### src/rtl/core/assert_macros.svh
// Assertion macros shared by the RTL. Each macro expects signals named clk
// and rst_n in the module that uses it.
`ifndef ASSERT_MACROS_SVH
`define ASSERT_MACROS_SVH
`ifndef SYNTHESIS
// Property that must hold at every clock edge outside reset.
`define ARC_ASSERT(lbl, prop) \
    lbl: assert property (@(posedge clk) disable iff (!rst_n) (prop)) \
        else $error("assertion failed");
// Condition that must never be seen outside reset.
`define ARC_NEVER(lbl, cond) \
    lbl: assert property (@(posedge clk) disable iff (!rst_n) !(cond)) \
        else $error("forbidden condition seen");
`else
`define ARC_ASSERT(lbl, prop)
`define ARC_NEVER(lbl, cond)
`endif
`endif

### src/rtl/core/arc_pkg.sv
// ============================================================================
// ARP resolution cache package
// Shared constants, codes and the structures passed between the cells and
// the controller.
// ============================================================================
package arc_pkg;

    // One cell carries one cache, one hold and one pending entry.
    localparam int ARC_CELLS = 16;
    localparam int CELL_IW   = $clog2(ARC_CELLS);

    localparam logic [47:0] BCAST_MAC  = 48'hFFFF_FFFF_FFFF;
    localparam logic [15:0] ETH_IPV4   = 16'h0800;
    localparam logic [15:0] ETH_ARP    = 16'h0806;
    localparam logic [15:0] ARP_OP_REQ = 16'd1;

    localparam logic [31:0] TTL_RESET  = 32'd30000;
    localparam logic [31:0] HOLD_RESET = 32'd5000;

    typedef enum logic [1:0] {
        FUNC_SEND = 2'd0,
        FUNC_RX   = 2'd1,
        FUNC_TICK = 2'd2,
        FUNC_NOP  = 2'd3
    } arc_func_t;

    typedef enum logic [1:0] {
        REG_OWN_MAC = 2'd0,
        REG_OWN_IP  = 2'd1,
        REG_TTL     = 2'd2,
        REG_HOLD    = 2'd3
    } arc_reg_t;

    typedef enum logic [2:0] {
        ACT_SEND    = 3'd0,
        ACT_REQUEST = 3'd1,
        ACT_REPLY   = 3'd2,
        ACT_DELIVER = 3'd3,
        ACT_DROP    = 3'd4
    } arc_action_t;

    typedef enum logic [3:0] {
        S_IDLE,
        S_DECODE,
        S_HSCAN,
        S_HFILL,
        S_REQ,
        S_PARK,
        S_CSCAN,
        S_CFILL,
        S_REL,
        S_RSCAN,
        S_RELEMIT,
        S_REPLY,
        S_TICK_ADD,
        S_TICK_EXP
    } arc_state_t;

    // Broadcast from the controller to every cell.
    typedef struct packed {
        logic [31:0] q_ip;
        logic [47:0] mac;
        logic [63:0] cache_exp;
        logic [63:0] hold_until;
        logic [15:0] handle;
        logic [15:0] stamp;
        logic [63:0] now;
        logic        tick;
    } arc_cmd_t;

    // Per-cell write strobes.
    typedef struct packed {
        logic cache_we;
        logic hold_we;
        logic pend_we;
        logic pend_clr;
    } arc_we_t;

    // Passed from cell to cell: a free entry was seen further up the row.
    typedef struct packed {
        logic cache_seen;
        logic hold_seen;
        logic pend_seen;
    } arc_chain_t;

    typedef struct packed {
        logic        cache_hit;
        logic        hold_hit;
        logic        pend_hit;
        logic        cache_first_free;
        logic        hold_first_free;
        logic        pend_first_free;
        logic [47:0] cache_mac;
        logic [63:0] cache_exp;
        logic [63:0] hold_until;
        logic [15:0] pend_handle;
        logic [15:0] pend_stamp;
    } arc_stat_t;

endpackage

### src/rtl/core/arc_cell.sv
// ============================================================================
// ARP cache cell
// Holds one cache entry, one hold entry and one pending entry, compares
// them with the query address and ripples the free-entry search onwards.
// ============================================================================
module arc_cell
    import arc_pkg::*;
(
    input  logic       clk,
    input  logic       rst_n,
    input  arc_cmd_t   cmd,
    input  arc_we_t    we,
    input  arc_chain_t chain_in,
    output arc_chain_t chain_out,
    output arc_stat_t  stat
);

    logic        cache_valid_reg;
    logic [31:0] cache_ip_reg;
    logic [47:0] cache_mac_reg;
    logic [63:0] cache_exp_reg;
    logic        hold_valid_reg;
    logic [31:0] hold_ip_reg;
    logic [63:0] hold_until_reg;
    logic        pend_valid_reg;
    logic [31:0] pend_ip_reg;
    logic [15:0] pend_handle_reg;
    logic [15:0] pend_stamp_reg;

    // Valid bits: set on a write, cleared by expiry at a tick or by release.
    always_ff @(posedge clk or negedge rst_n)
    begin
        if (!rst_n)
        begin
            cache_valid_reg <= 1'b0;
            hold_valid_reg  <= 1'b0;
            pend_valid_reg  <= 1'b0;
        end
        else
        begin
            if (we.cache_we)
                cache_valid_reg <= 1'b1;
            else if (cmd.tick && (cmd.now >= cache_exp_reg))
                cache_valid_reg <= 1'b0;

            if (we.hold_we)
                hold_valid_reg <= 1'b1;
            else if (cmd.tick && (cmd.now >= hold_until_reg))
                hold_valid_reg <= 1'b0;

            if (we.pend_we)
                pend_valid_reg <= 1'b1;
            else if (we.pend_clr)
                pend_valid_reg <= 1'b0;
        end
    end

    // Entry contents carry no reset; they are read only behind a valid bit.
    always_ff @(posedge clk)
    begin
        if (we.cache_we)
        begin
            cache_ip_reg  <= cmd.q_ip;
            cache_mac_reg <= cmd.mac;
            cache_exp_reg <= cmd.cache_exp;
        end
        if (we.hold_we)
        begin
            hold_ip_reg    <= cmd.q_ip;
            hold_until_reg <= cmd.hold_until;
        end
        if (we.pend_we)
        begin
            pend_ip_reg     <= cmd.q_ip;
            pend_handle_reg <= cmd.handle;
            pend_stamp_reg  <= cmd.stamp;
        end
    end

    // The lowest free entry is the first one not preceded by another.
    assign chain_out.cache_seen = chain_in.cache_seen | ~cache_valid_reg;
    assign chain_out.hold_seen  = chain_in.hold_seen  | ~hold_valid_reg;
    assign chain_out.pend_seen  = chain_in.pend_seen  | ~pend_valid_reg;

    always_comb
    begin
        stat.cache_hit        = cache_valid_reg && (cache_ip_reg == cmd.q_ip);
        stat.hold_hit         = hold_valid_reg && (hold_ip_reg == cmd.q_ip);
        stat.pend_hit         = pend_valid_reg && (pend_ip_reg == cmd.q_ip);
        stat.cache_first_free = ~cache_valid_reg & ~chain_in.cache_seen;
        stat.hold_first_free  = ~hold_valid_reg & ~chain_in.hold_seen;
        stat.pend_first_free  = ~pend_valid_reg & ~chain_in.pend_seen;
        stat.cache_mac        = cache_mac_reg;
        stat.cache_exp        = cache_exp_reg;
        stat.hold_until       = hold_until_reg;
        stat.pend_handle      = pend_handle_reg;
        stat.pend_stamp       = pend_stamp_reg;
    end

endmodule

### config.mk
export PLATFORM = sky130hd
export DESIGN_NAME = arc_cell
export DESIGN_NICKNAME = d
export VERILOG_FILES = /design/src/rtl/core/assert_macros.svh /design/src/rtl/core/arc_pkg.sv /design/src/rtl/core/arc_cell.sv
export SDC_FILE = /design/constraint.sdc
export NUM_CORES = 1
export LEC_CHECK = 0
export CAP_MARGIN = 20
export CELL_PAD_IN_SITES_DETAIL_PLACEMENT = 0
export CELL_PAD_IN_SITES_GLOBAL_PLACEMENT = 2
export CORE_AREA = 3 3 206 208
export CTS_BUF_LIST = sky130_fd_sc_hd__clkbuf_8
export CTS_CLUSTER_DIAMETER = 120
export DETAILED_ROUTE_END_ITERATION = 8
export DIE_AREA = 0 0 209 211
export DONT_BUFFER_PORTS = 1
export PLACE_DENSITY = 0.69
export SYNTH_ARGS = -nofsm -noshare
export SYNTH_HDL_FRONTEND = slang
export SYNTH_SLANG_ARGS = --single-unit
### constraint.sdc
create_clock -name clk -period 4.4 [get_ports clk]
set_clock_uncertainty 0.2 [all_clocks]
set_input_delay 0.22 -clock clk [delete_from_list [all_inputs] [get_ports clk]]
set_output_delay 0.22 -clock clk [all_outputs]
set_load 0.02 [all_outputs]
==> out/metrics.cfg, run 1 <==
[placed_design]
hpwl_um = 31000
numPortBuffers = 0
routabilityCongestion = 0.786

[logic_synthesis]
ys_warn_count = 0
synth_flop_cell = edfxtp_1
syn_area_per_cell_um2 = 15.0
synth-edff-count = 304
syn-cell-area_um2 = 13500
async_reset_ff_share_pct = 0.977
synth_nets = 1344
synth_cells = 902
synth_seq_cells = 307
synth_cell_types = 44
ys_seq_area_share_pct = 68.0

[clock_tree]
htree_levels = 2
cts_root_buf = clkbuf_8
cts.sinks = 307
cts_buffer_depth = 3
cts_buffers = 51
post-cts-setup-buffers = 0
ctsHoldBuffers = 307
ctsResizeCount = 0

[status]
outcome = aborted with a tool error
haltStage = clock tree synthesis
error = [ERROR RSZ-0060] Max buffer count reached.

[floorplan]
die_x_um = 209
initial_core_util_pct = 33.2
die_y_um = 211
io_pins = 531
num_rows = 74

-- Yosys cell counts, types with 2 or more instances --
cell | count | area, µm²
edfxtp_1 | 304 | 9130
inv_1 | 133 | 499
ha_1 | 128 | 1600
xnor2_1 | 84 | 736
a21oi_1 | 43 | 215
nand4_1 | 40 | 250
nand2_1 | 31 | 116
nand3_1 | 18 | 90.1
o21ai_0 | 15 | 75.1
nor2_1 | 12 | 45.0
xor2_1 | 12 | 105
a21o_1 | 11 | 82.6
nor4_1 | 10 | 62.6
a221oi_1 | 8 | 70.1
nand2b_1 | 6 | 37.5
nor3_1 | 6 | 30.0
a211oi_1 | 3 | 22.5
a21boi_0 | 3 | 22.5
and4_1 | 3 | 26.3
dfrtp_1 | 3 | 75.1
o21ai_1 | 3 | 15.0
and3_1 | 2 | 12.5
o311ai_0 | 2 | 17.5
or4_1 | 2 | 15.0
-- through the flow --
step	worst slack (ps)	area, µm²	instances	hold WS (ps)
2_1_floorplan	2180	13500	902	-276
3_3_place_gp	1700	14200	1437	-275
3_5_place_dp	1500	14200	1437	-275
-- cells by family after synthesis --
group                    share of synthesized area [%]
buffers and inverters                             3.69
flip-flops                                        68.0
AO/OA/AOI/OAI                                     4.70
adder cells (fa/ha/maj)                           11.8
AND/OR/NAND/NOR                                   5.59
XOR/XNOR                                          6.21
==> run 2, diff against run 1 <==
==> config.mk (replaced) <==
export PLATFORM = sky130hd
export DESIGN_NAME = arc_cell
export DESIGN_NICKNAME = d
export VERILOG_FILES = /design/src/rtl/core/assert_macros.svh /design/src/rtl/core/arc_pkg.sv /design/src/rtl/core/arc_cell.sv
export SDC_FILE = /design/constraint.sdc
export NUM_CORES = 1
export LEC_CHECK = 0
export CAP_MARGIN = 20
export CORE_MARGIN = 3
export CORE_UTILIZATION = 30
export DETAILED_ROUTE_END_ITERATION = 8
export DONT_BUFFER_PORTS = 1
export PLACE_DENSITY_LB_ADDON = 0.15
export SYNTH_ARGS = -nofsm -noshare
export SYNTH_HDL_FRONTEND = slang
export SYNTH_SLANG_ARGS = --single-unit
==> out/metrics.cfg, run 2 <==
[global_routing]
grt_pass1_wl_um = 60600
grt_use_total_pct = 17.5
grt_overflow_total = 0
grt_max_degree = 146
first_global_vias = 8974
antenna_found_initial = 2

[detailed_routing]
vias = 8391
drtIter0Drc = 429
wl_per_cell_um = 24.0
wl_um = 43400
firstDrtPassIters = 5
antenna_left = 0
vias_per_cell = 4.64
drc = 0

[run]
drv_cap = 0

[floorplan]
core_area_um2 = 44400
die_area_um2 = 47700
initial_core_util_pct = 30.5  ; -2.7 points
num_rows = 77  ; +4.1%
io_pins = 531  ; unchanged
die_x_um = 218  ; +4.5%
die_y_um = 218  ; +3.5%

[sta]
setup_tns_ps = 0
grt_setup_unrepaired = false
worst_slew_margin_rel_pct = 37.9
fin_crit_sh_pct = 87.8
setup_ws_ps = 538
fmax_mhz = 259
post-route-min-period_ps = 3860
setup_viol = 0
drv_slew = 0
worstMarginPinSlew_ps = 924
hold_viol = 0

[logic_synthesis]
syn_area_per_cell_um2 = 15.0  ; unchanged
synth_flop_cell = edfxtp_1
ys_seq_area_share_pct = 68.0  ; unchanged
synth_top_area_share_pct = 67.4  ; unchanged
syn-cell-area_um2 = 13500  ; unchanged
ys_warn_count = 0  ; unchanged
yosys.area.top_type = edfxtp_1
synth_cells = 902  ; unchanged
synth-edff-count = 304  ; unchanged
async_reset_ff_share_pct = 0.977  ; unchanged
synthTopCellsByCount = 304 x edfxtp_1, 133 x inv_1, 128 x ha_1, 84 x xnor2_1, 43 x a21oi_1
synth_area_leaders = edfxtp_1 67%, ha_1 12%, xnor2_1 5.4%
post-synth-top-count-cell = edfxtp_1
synth_seq_cells = 307  ; unchanged
synth_cell_types = 44  ; unchanged
synth_nets = 1344  ; unchanged

[setup_path]
crit_cells = 9
path_cells = inv_1 -> ha_1 -> nand4_1 -> nor4_1 -> o311ai_0 -> nand4_1 -> dlygate4sd3_1 -> o21ai_1 -> dlygate4sd3_1
slowest_delay_ps = 840
critical_path_arrival_ps = 4090
critPathKind = flop to flop
cp_max_fo = 3
critPathTopFamily = buffers and inverters
start_kind = flop
critPathSlowestCell = nor4_1
r2r_cells = 9
endpoint_kind = flop
worstPathRequired_ps = 4630
cp_num_buf_inv = 3

[cells_and_area]
nets = 1637
final_cell_mix = 304 x edfxtp_1, 250 x dlygate4sd3_1, 133 x inv_1
area_delta_synth_final_pct = 32.7
utilization_pct = 40.5
drive_gt1_share_pct = 5.02
final_common_cell = edfxtp_1
instances_no_fill = 1810
fin_area_um2 = 18000

[placed_design]
dp_slack_ps = 1560  ; +63.2 ps
numPortBuffers = 0  ; unchanged
dpl.cell_count = 1497  ; +4.2%
placed_area_um2 = 14300  ; +0.53%
hpwl_um = 31100  ; +0.57%
routabilityCongestion = 0.775  ; -1.4%

[clock_tree]
tritoncts = yes
cts_buffer_depth = 3  ; unchanged
cts_root_buf = clkbuf_16
htree_levels = 2  ; unchanged
clock_latency_ps = 550
clk_transition_reported_paths_ps = 60
cts_buffers = 35  ; -31%
cts.sinks = 307  ; unchanged
post-cts-setup-buffers = 0  ; unchanged

[power_and_ir_drop]
peakVddDrop_v = 0.000291
power_density_nw_per_um2 = 411
leakage_nw = 6.97

[hold_path]
hold_path_class = input port to flop
hold_depth = 1

[status]
outcome = completed

run 2: cell counts after synthesis:
Identical to the previous run, type by type.
run 2: report_power, final:
part / switching, mW / internal (mW) / total (mW)
Combinational: 0.354 / 0.377 / 0.731
Clock: 1.21 / 1.60 / 2.80
Sequential: 0.353 / 3.49 / 3.84
run 2: layer usage:
metal | vias up | global-route usage (%) | part of all wire, %
met5 | - | 0 | 0.018
met4 | 2 | 5.02 | 2.2
met3 | 60 | 6.67 | 9.8
met2 | 373 | 30.9 | 50
met1 | 4032 | 19.6 | 38
li1 | 3924 | - | -
run 2: worst register-to-register path, cell delays in order, from the launching register on:
cell and delay (ps):
edfxtp_1 500, inv_1 90, ha_1 290, nand4_1 160
nor4_1 840, o311ai_0 290, nand4_1 170, dlygate4sd3_1 570
o21ai_1 70, dlygate4sd3_1 560
run 2: logic make-up after synthesis:
kind of cell,Yosys count,synth area share (%)
flip-flops,307,68.0
AND/OR/NAND/NOR,137,5.59
buffers and inverters,133,3.69
adder cells (fa/ha/maj),128,11.8
AO/OA/AOI/OAI,101,4.70
XOR/XNOR,96,6.21
run 2: final cells by class:
| class | count | area (µm²) |
|---|---|---|
| fillers | 4098 | 26400 |
| clock buffers | 44 | 910 |
| well taps | 592 | 741 |
| clock inverters | 14 | 168 |
| repair buffers | 256 | 2610 |
| flip-flops and latches | 307 | 9200 |
| inverters | 133 | 499 |
| multi-input cells | 462 | 3830 |
| diodes | 2 | 5.00 |
run 2: worst paths after layout:
path | from | to | slack [ps]
min | we[3] | cache_exp_reg[18] | 40
max in group asynchronous | rst_n | pend_valid_reg | 3360
min reg2reg | pend_valid_reg | pend_valid_reg | 380
max | hold_until_reg[47] | hold_valid_reg | 540
min in group asynchronous | rst_n | cache_valid_reg | 380
max reg2reg | hold_until_reg[47] | hold_valid_reg | 540
run 2: timing repair:
item | 4_1_cts | 5_1_grt
resized for setup | 0 | 0
endpoints found under the hold margin | 614 | 0
hold buffers | 253 | 0
run 2: metrics by stage:
stage / power, mW / hold WS [ps]
floorplan: 4.18 / -276
global placement: 4.37 / -275
detailed placement: 4.37 / -275
CTS: 7.49 / 15.2
global route: 7.71 / 59.1
finish: 7.38 / 42.3
No activity file was read; power rests on OpenSTA's default activity.
==> run 3, diff against run 2 <==
--- a/config.mk
+++ b/config.mk
@@ -5,11 +5,12 @@
 export SDC_FILE = /design/constraint.sdc
 export NUM_CORES = 1
 export LEC_CHECK = 0
-export CAP_MARGIN = 20
+export CAP_MARGIN = 10
 export CORE_MARGIN = 3
 export CORE_UTILIZATION = 30
 export DETAILED_ROUTE_END_ITERATION = 8
 export DONT_BUFFER_PORTS = 1
+export MAX_ROUTING_LAYER = met4
 export PLACE_DENSITY_LB_ADDON = 0.15
 export SYNTH_ARGS = -nofsm -noshare
 export SYNTH_HDL_FRONTEND = slang
==> out/metrics.cfg, run 3 (same netlist as run 2, synthesis figures left out) <==
[power_and_ir_drop]
switching_share_pct = 25.9  ; about the same
switching_power_mw = 1.91  ; +0.11%
peakVddDrop_v = 0.000289  ; -0.86%
leakage_nw = 6.97  ; unchanged
pwr-share-comb_pct = 9.9  ; about the same
power_density_nw_per_um2 = 411  ; about the same
p_int_mw = 5.47  ; about the same
seq_power_share_pct = 52.1  ; about the same
clockPowerShare_pct = 38.0  ; about the same

[global_routing]
grt_max_degree = 146  ; unchanged
grt_overflow_total = 0  ; unchanged
first_global_vias = 8955  ; -0.21%
antenna_found_initial = 3  ; +1
grt_use_total_pct = 18.0  ; +0.53 points
grt_pass1_wl_um = 60600  ; about the same

[sta]
worst_slew_margin_rel_pct = 39.2  ; +1.3 points
setup_ws_ps = 537  ; -0.257 ps
drv_slew = 0  ; unchanged
grt_setup_unrepaired = false
setup_tns_ps = 0  ; unchanged
fin_crit_sh_pct = 87.8  ; about the same
setup_viol = 0  ; unchanged
fmax_mhz = 259  ; about the same
hold_viol = 0  ; unchanged
post-route-min-period_ps = 3860  ; +0.257 ps
worstMarginPinSlew_ps = 904  ; -19.7 ps

[floorplan]
io_pins = 531  ; unchanged
die_y_um = 218  ; unchanged
die_x_um = 218  ; unchanged
initial_core_util_pct = 30.5  ; unchanged
num_rows = 77  ; unchanged
die_area_um2 = 47700  ; unchanged
core_area_um2 = 44400  ; unchanged

[clock_tree]
cts_buffer_depth = 3  ; unchanged
cts.sinks = 307  ; unchanged
clk_transition_reported_paths_ps = 60  ; about the same
ctsResizeCount = 0  ; unchanged
cts_root_buf = clkbuf_16
cts_buffers = 35  ; unchanged
tritoncts = yes
clock_latency_ps = 550  ; about the same
htree_levels = 2  ; unchanged

[setup_path]
critPathTopFamily = buffers and inverters
critical_path_arrival_ps = 4090  ; about the same
path_cells = inv_1 -> ha_1 -> nand4_1 -> nor4_1 -> o311ai_0 -> nand4_1 -> dlygate4sd3_1 -> o21ai_1 -> dlygate4sd3_1
cp_max_fo = 3  ; unchanged
worstPathRequired_ps = 4630  ; about the same
critPathSlowestCell = nor4_1
start_kind = flop
critPathKind = flop to flop
slowest_delay_ps = 830  ; about the same
cp_num_buf_inv = 3  ; unchanged
endpoint_kind = flop

[detailed_routing]
firstDrtPassIters = 5  ; unchanged
wl_um = 43300  ; -0.12%
vias = 8389  ; -0.024%
wl_per_cell_um = 23.9  ; -0.17%
drtIter0Drc = 416  ; -3.0%
vias_per_cell = 4.63  ; about the same
antenna_left = 0  ; unchanged
drc = 0  ; unchanged

[cells_and_area]
final_common_cell = edfxtp_1
nets = 1637  ; unchanged
area_delta_synth_final_pct = 32.7  ; about the same
multi_input_area_um2 = 3830  ; unchanged
seq_area_um2 = 9200  ; unchanged
drive_gt1_share_pct = 5.02  ; unchanged
final_cell_mix = 304 x edfxtp_1, 250 x dlygate4sd3_1, 133 x inv_1
n_fill_cell = 4099  ; +0.024%

[placed_design]
hpwl_um = 31100  ; unchanged
dp_slack_ps = 1560  ; unchanged
numPortBuffers = 0  ; unchanged
routabilityCongestion = 0.786  ; +1.4%

[status]
outcome = completed

[hold_path]
hold_path_class = input port to flop

[run]
drv_cap = 0  ; unchanged

run 3: cell count changes in the layout (fill, tap and decap cells not counted), sizes merged:
| cell | delta |
|---|---|
| diode | +1 |
run 3: per-layer routing:
layer / global-route usage, % / up-vias / part of all wire (%)
li1: - / 3924 / -
met1: 20.1 / 4017 / 38
met2: 30.8 / 384 / 50
met3: 6.03 / 64 / 9.3
met4: 5.02 / 0 / 2.2
met5: - / - / 0
run 3: cell type report:
cell class,instances,share of cell area (%)
timing repair buffer,256,14.5
tap,592,4.12
antenna,3,0.0418
clock inverter,14,0.933
clock buffer,44,5.06
sequential,307,51.2
inverter,133,2.78
multi-input combinational,462,21.3
run 3: stage by stage:
stage          utilization [%]  power, mW  hold slack, ps  instances  instance area (µm²)
2_1_floorplan                -       4.18            -276        902                13500
3_3_place_gp              32.2       4.37            -275       1497                14300
3_5_place_dp              32.2       4.37            -275       1497                14300
4_1_cts                   40.4       7.49            15.2       1808                18000
5_1_grt                   40.5       7.70            59.1       1811                18000
6_report                  40.5       7.38            43.0       1811                18000
run 3: path summary, 6_finish.rpt:
kind                                    startpoint           endpoint  slack (ps)  cells past startpoint
worst max-delay path            hold_until_reg[47]     hold_valid_reg         540                      9
worst min-delay path                         we[3]  cache_exp_reg[18]          40                      1
worst max register to register  hold_until_reg[47]     hold_valid_reg         540                      9
worst min register to register      pend_valid_reg     pend_valid_reg         380                      1
max in group asynchronous                    rst_n     pend_valid_reg        3360                      2
min in group asynchronous                    rst_n    cache_valid_reg         380                      2
run 3: worst register-to-register path, stage by stage (launching register included):
cell and delay (ps):
edfxtp_1 520, inv_1 90, ha_1 300, nand4_1 160, nor4_1 830, o311ai_0 290, nand4_1 170, dlygate4sd3_1 570
o21ai_1 70, dlygate4sd3_1 560
run 3: power groups by stage:
stage / clock [mW] / combinational, mW / sequential (mW)
after floorplan: 0 / 0.354 / 3.83
after global placement: 0 / 0.462 / 3.91
after detailed placement: 0 / 0.465 / 3.90
after CTS: 2.90 / 0.745 / 3.85
after global routing: 3.00 / 0.833 / 3.87
final: 2.80 / 0.730 / 3.84
run 3: timing repair:
action | CTS | global route
setup buffers | 0 | 0
hold buffers | 253 | 0
hold endpoints to repair | 614 | 0
==> run 4, diff against run 3 <==
==> constraint.sdc (replaced) <==
create_clock -name clk -period 4.3 [get_ports clk]
set_clock_uncertainty 0.2 [all_clocks]
set_input_delay 0.215 -clock clk [delete_from_list [all_inputs] [get_ports clk]]
set_output_delay 0.215 -clock clk [all_outputs]
set_load 0.02 [all_outputs]
==> out/metrics.cfg, run 4 (same netlist as run 2, synthesis figures left out) <==
[setup_path]
cp_max_fo = 2  ; -1
cp_common_cell = dlygate4sd3_1
slowest_delay_ps = 630  ; -200 ps
worstReg2RegStart = hold_until_reg[33]
endpoint_kind = flop
r2r_end = hold_valid_reg
path_cells = inv_1 -> ha_1 -> a21oi_1 -> o21ai_0 -> a221oi_1 -> dlygate4sd3_1 -> nand4_1 -> dlygate4sd3_1 -> o21ai_1 -> dlygate4sd3_1
start_kind = flop
crit_path_end = hold_valid_reg
critPathLaunch = hold_until_reg[33]
r2r_cells = 10  ; +1
critPathSlowestCell = dlygate4sd3_1
worstPathRequired_ps = 4590  ; -40 ps
critical_path_arrival_ps = 4240  ; +150 ps
critPathKind = flop to flop
reg2reg_slack_ps = 360  ; -180 ps

[placed_design]
hpwl_um = 31300  ; +0.63%
routabilityCongestion = 0.786  ; about the same
dpl.cell_count = 1497  ; unchanged
numPortBuffers = 0  ; unchanged

[global_routing]
grt_use_total_pct = 18.0  ; -0.039 points
grt_max_degree = 146  ; unchanged
antenna_found_initial = 2  ; -1
grt_pass1_wl_um = 60500  ; -0.19%
first_global_vias = 9069  ; +1.3%
grt_overflow_total = 0  ; unchanged

[sta]
post-route-min-period_ps = 3940  ; +81.9 ps
setup_tns_ps = 0  ; unchanged
worstMarginPinSlew_ps = 891  ; -12.9 ps
worst_slew_margin_rel_pct = 40.1  ; +0.87 points
fmax_mhz = 254  ; -2.1%
fin_crit_sh_pct = 91.7  ; +3.9 points
setup_viol = 0  ; unchanged
hold_viol = 0  ; unchanged
fin_hold_ws_ps = 20.9  ; -22.1 ps
drv_slew = 0  ; unchanged
grt_setup_unrepaired = false

[floorplan]
io_pins = 531  ; unchanged
die_y_um = 218  ; unchanged
core_area_um2 = 44400  ; unchanged
die_x_um = 218  ; unchanged
die_area_um2 = 47700  ; unchanged
num_rows = 77  ; unchanged
initial_core_util_pct = 30.5  ; unchanged

[clock_tree]
clock_latency_ps = 560  ; about the same
cts_buffers = 36  ; +2.9%
cts_buffer_depth = 3  ; unchanged
ctsHoldBuffers = 254  ; +0.40%
htree_levels = 2  ; unchanged
tritoncts = yes
clk_transition_reported_paths_ps = 60  ; about the same
post-cts-setup-buffers = 0  ; unchanged
ctsResizeCount = 0  ; unchanged
cts.sinks = 307  ; unchanged
cts_root_buf = clkbuf_16

[detailed_routing]
firstDrtPassIters = 4  ; -1
wl_per_cell_um = 23.8  ; -0.48%
antenna_left = 0  ; unchanged
drc = 0  ; unchanged
vias = 8425  ; +0.43%
vias_per_cell = 4.63  ; about the same
wl_um = 43300  ; about the same
drtIter0Drc = 366  ; -12%

[cells_and_area]
nets = 1639  ; +0.12%
drive_gt1_share_pct = 5.47  ; +0.46 points
final_cell_mix = 304 x edfxtp_1, 251 x dlygate4sd3_1, 133 x inv_1
area_delta_synth_final_pct = 33.5
final_common_cell = edfxtp_1
n_fill_cell = 4088  ; -0.27%
instances_no_fill = 1818  ; +0.39%

[power_and_ir_drop]
peakVddDrop_v = 0.000287  ; -0.70%
leakage_nw = 7.01  ; +0.62%
power_density_nw_per_um2 = 427  ; +3.9%
p_total_mw = 7.71  ; +4.5%

[hold_path]
hold_path_class = input port to flop

[run]
drv_cap = 0  ; unchanged

[status]
outcome = completed

==> run 4: metrics by stage <==
stage               cell area [µm²]  utilization [%]  setup slack, ps
floorplan                     13500                -             2080
global placement              14300             32.2             1510
detailed placement            14300             32.2             1430
CTS                           18100             40.7              292
global route                  18100             40.7             72.4
finish                        18100             40.7              356
==> run 4: worst min-delay path by stage <==
| stage | start | to | slack [ps] | cells after the start |
|---|---|---|---|---|
| floorplan | rst_n | cache_valid_reg | -280 | 0 |
| global placement | rst_n | hold_valid_reg | -280 | 0 |
| detailed placement | rst_n | hold_valid_reg | -280 | 0 |
| CTS | cmd[55] | cache_valid_reg | 4 | 4 |
| global route | cmd[144] | hold_until_reg[47] | 50 | 1 |
| finish | we[3] | cache_exp_reg[17] | 20 | 1 |
==> run 4: layout make-up <==
| cell class | instances | area (µm²) | area share, % |
|---|---|---|---|
| antenna | 2 | 5.00 | 0.0277 |
| clock inverter | 26 | 259 | 1.43 |
| sequential | 307 | 9200 | 50.9 |
| tap | 592 | 741 | 4.10 |
| inverter | 133 | 499 | 2.76 |
| timing repair buffer | 257 | 2620 | 14.5 |
| multi-input combinational | 462 | 3830 | 21.2 |
| clock buffer | 39 | 912 | 5.05 |
==> run 4: where the power goes <==
group | total, mW | internal (mW) | switching [mW]
clock | 3.03 | 1.74 | 1.29
sequential | 3.93 | 3.57 | 0.361
combinational | 0.750 | 0.388 | 0.362
==> run 4: worst max-delay path: cells and delay by family (launching register included) <==
kind                       cells  cell delay [ps]
AOI/OAI and AO/OA              4              900
adders and majority gates      1              310
buffers and inverters          4             1900
DFF                            1              490
and+or+nand+nor                1               90
==> run 4: layer usage <==
layer  wire length (µm)  vias up  part of all wire [%]  track usage, %
met2              22100      392                    51            31.1
met4                690        0                   1.6            4.59
met3               4090       49                   9.4            6.34
met1              16400     4043                    38            19.7
li1                   -     3941                     -               -
met5                  0        -                     0               -
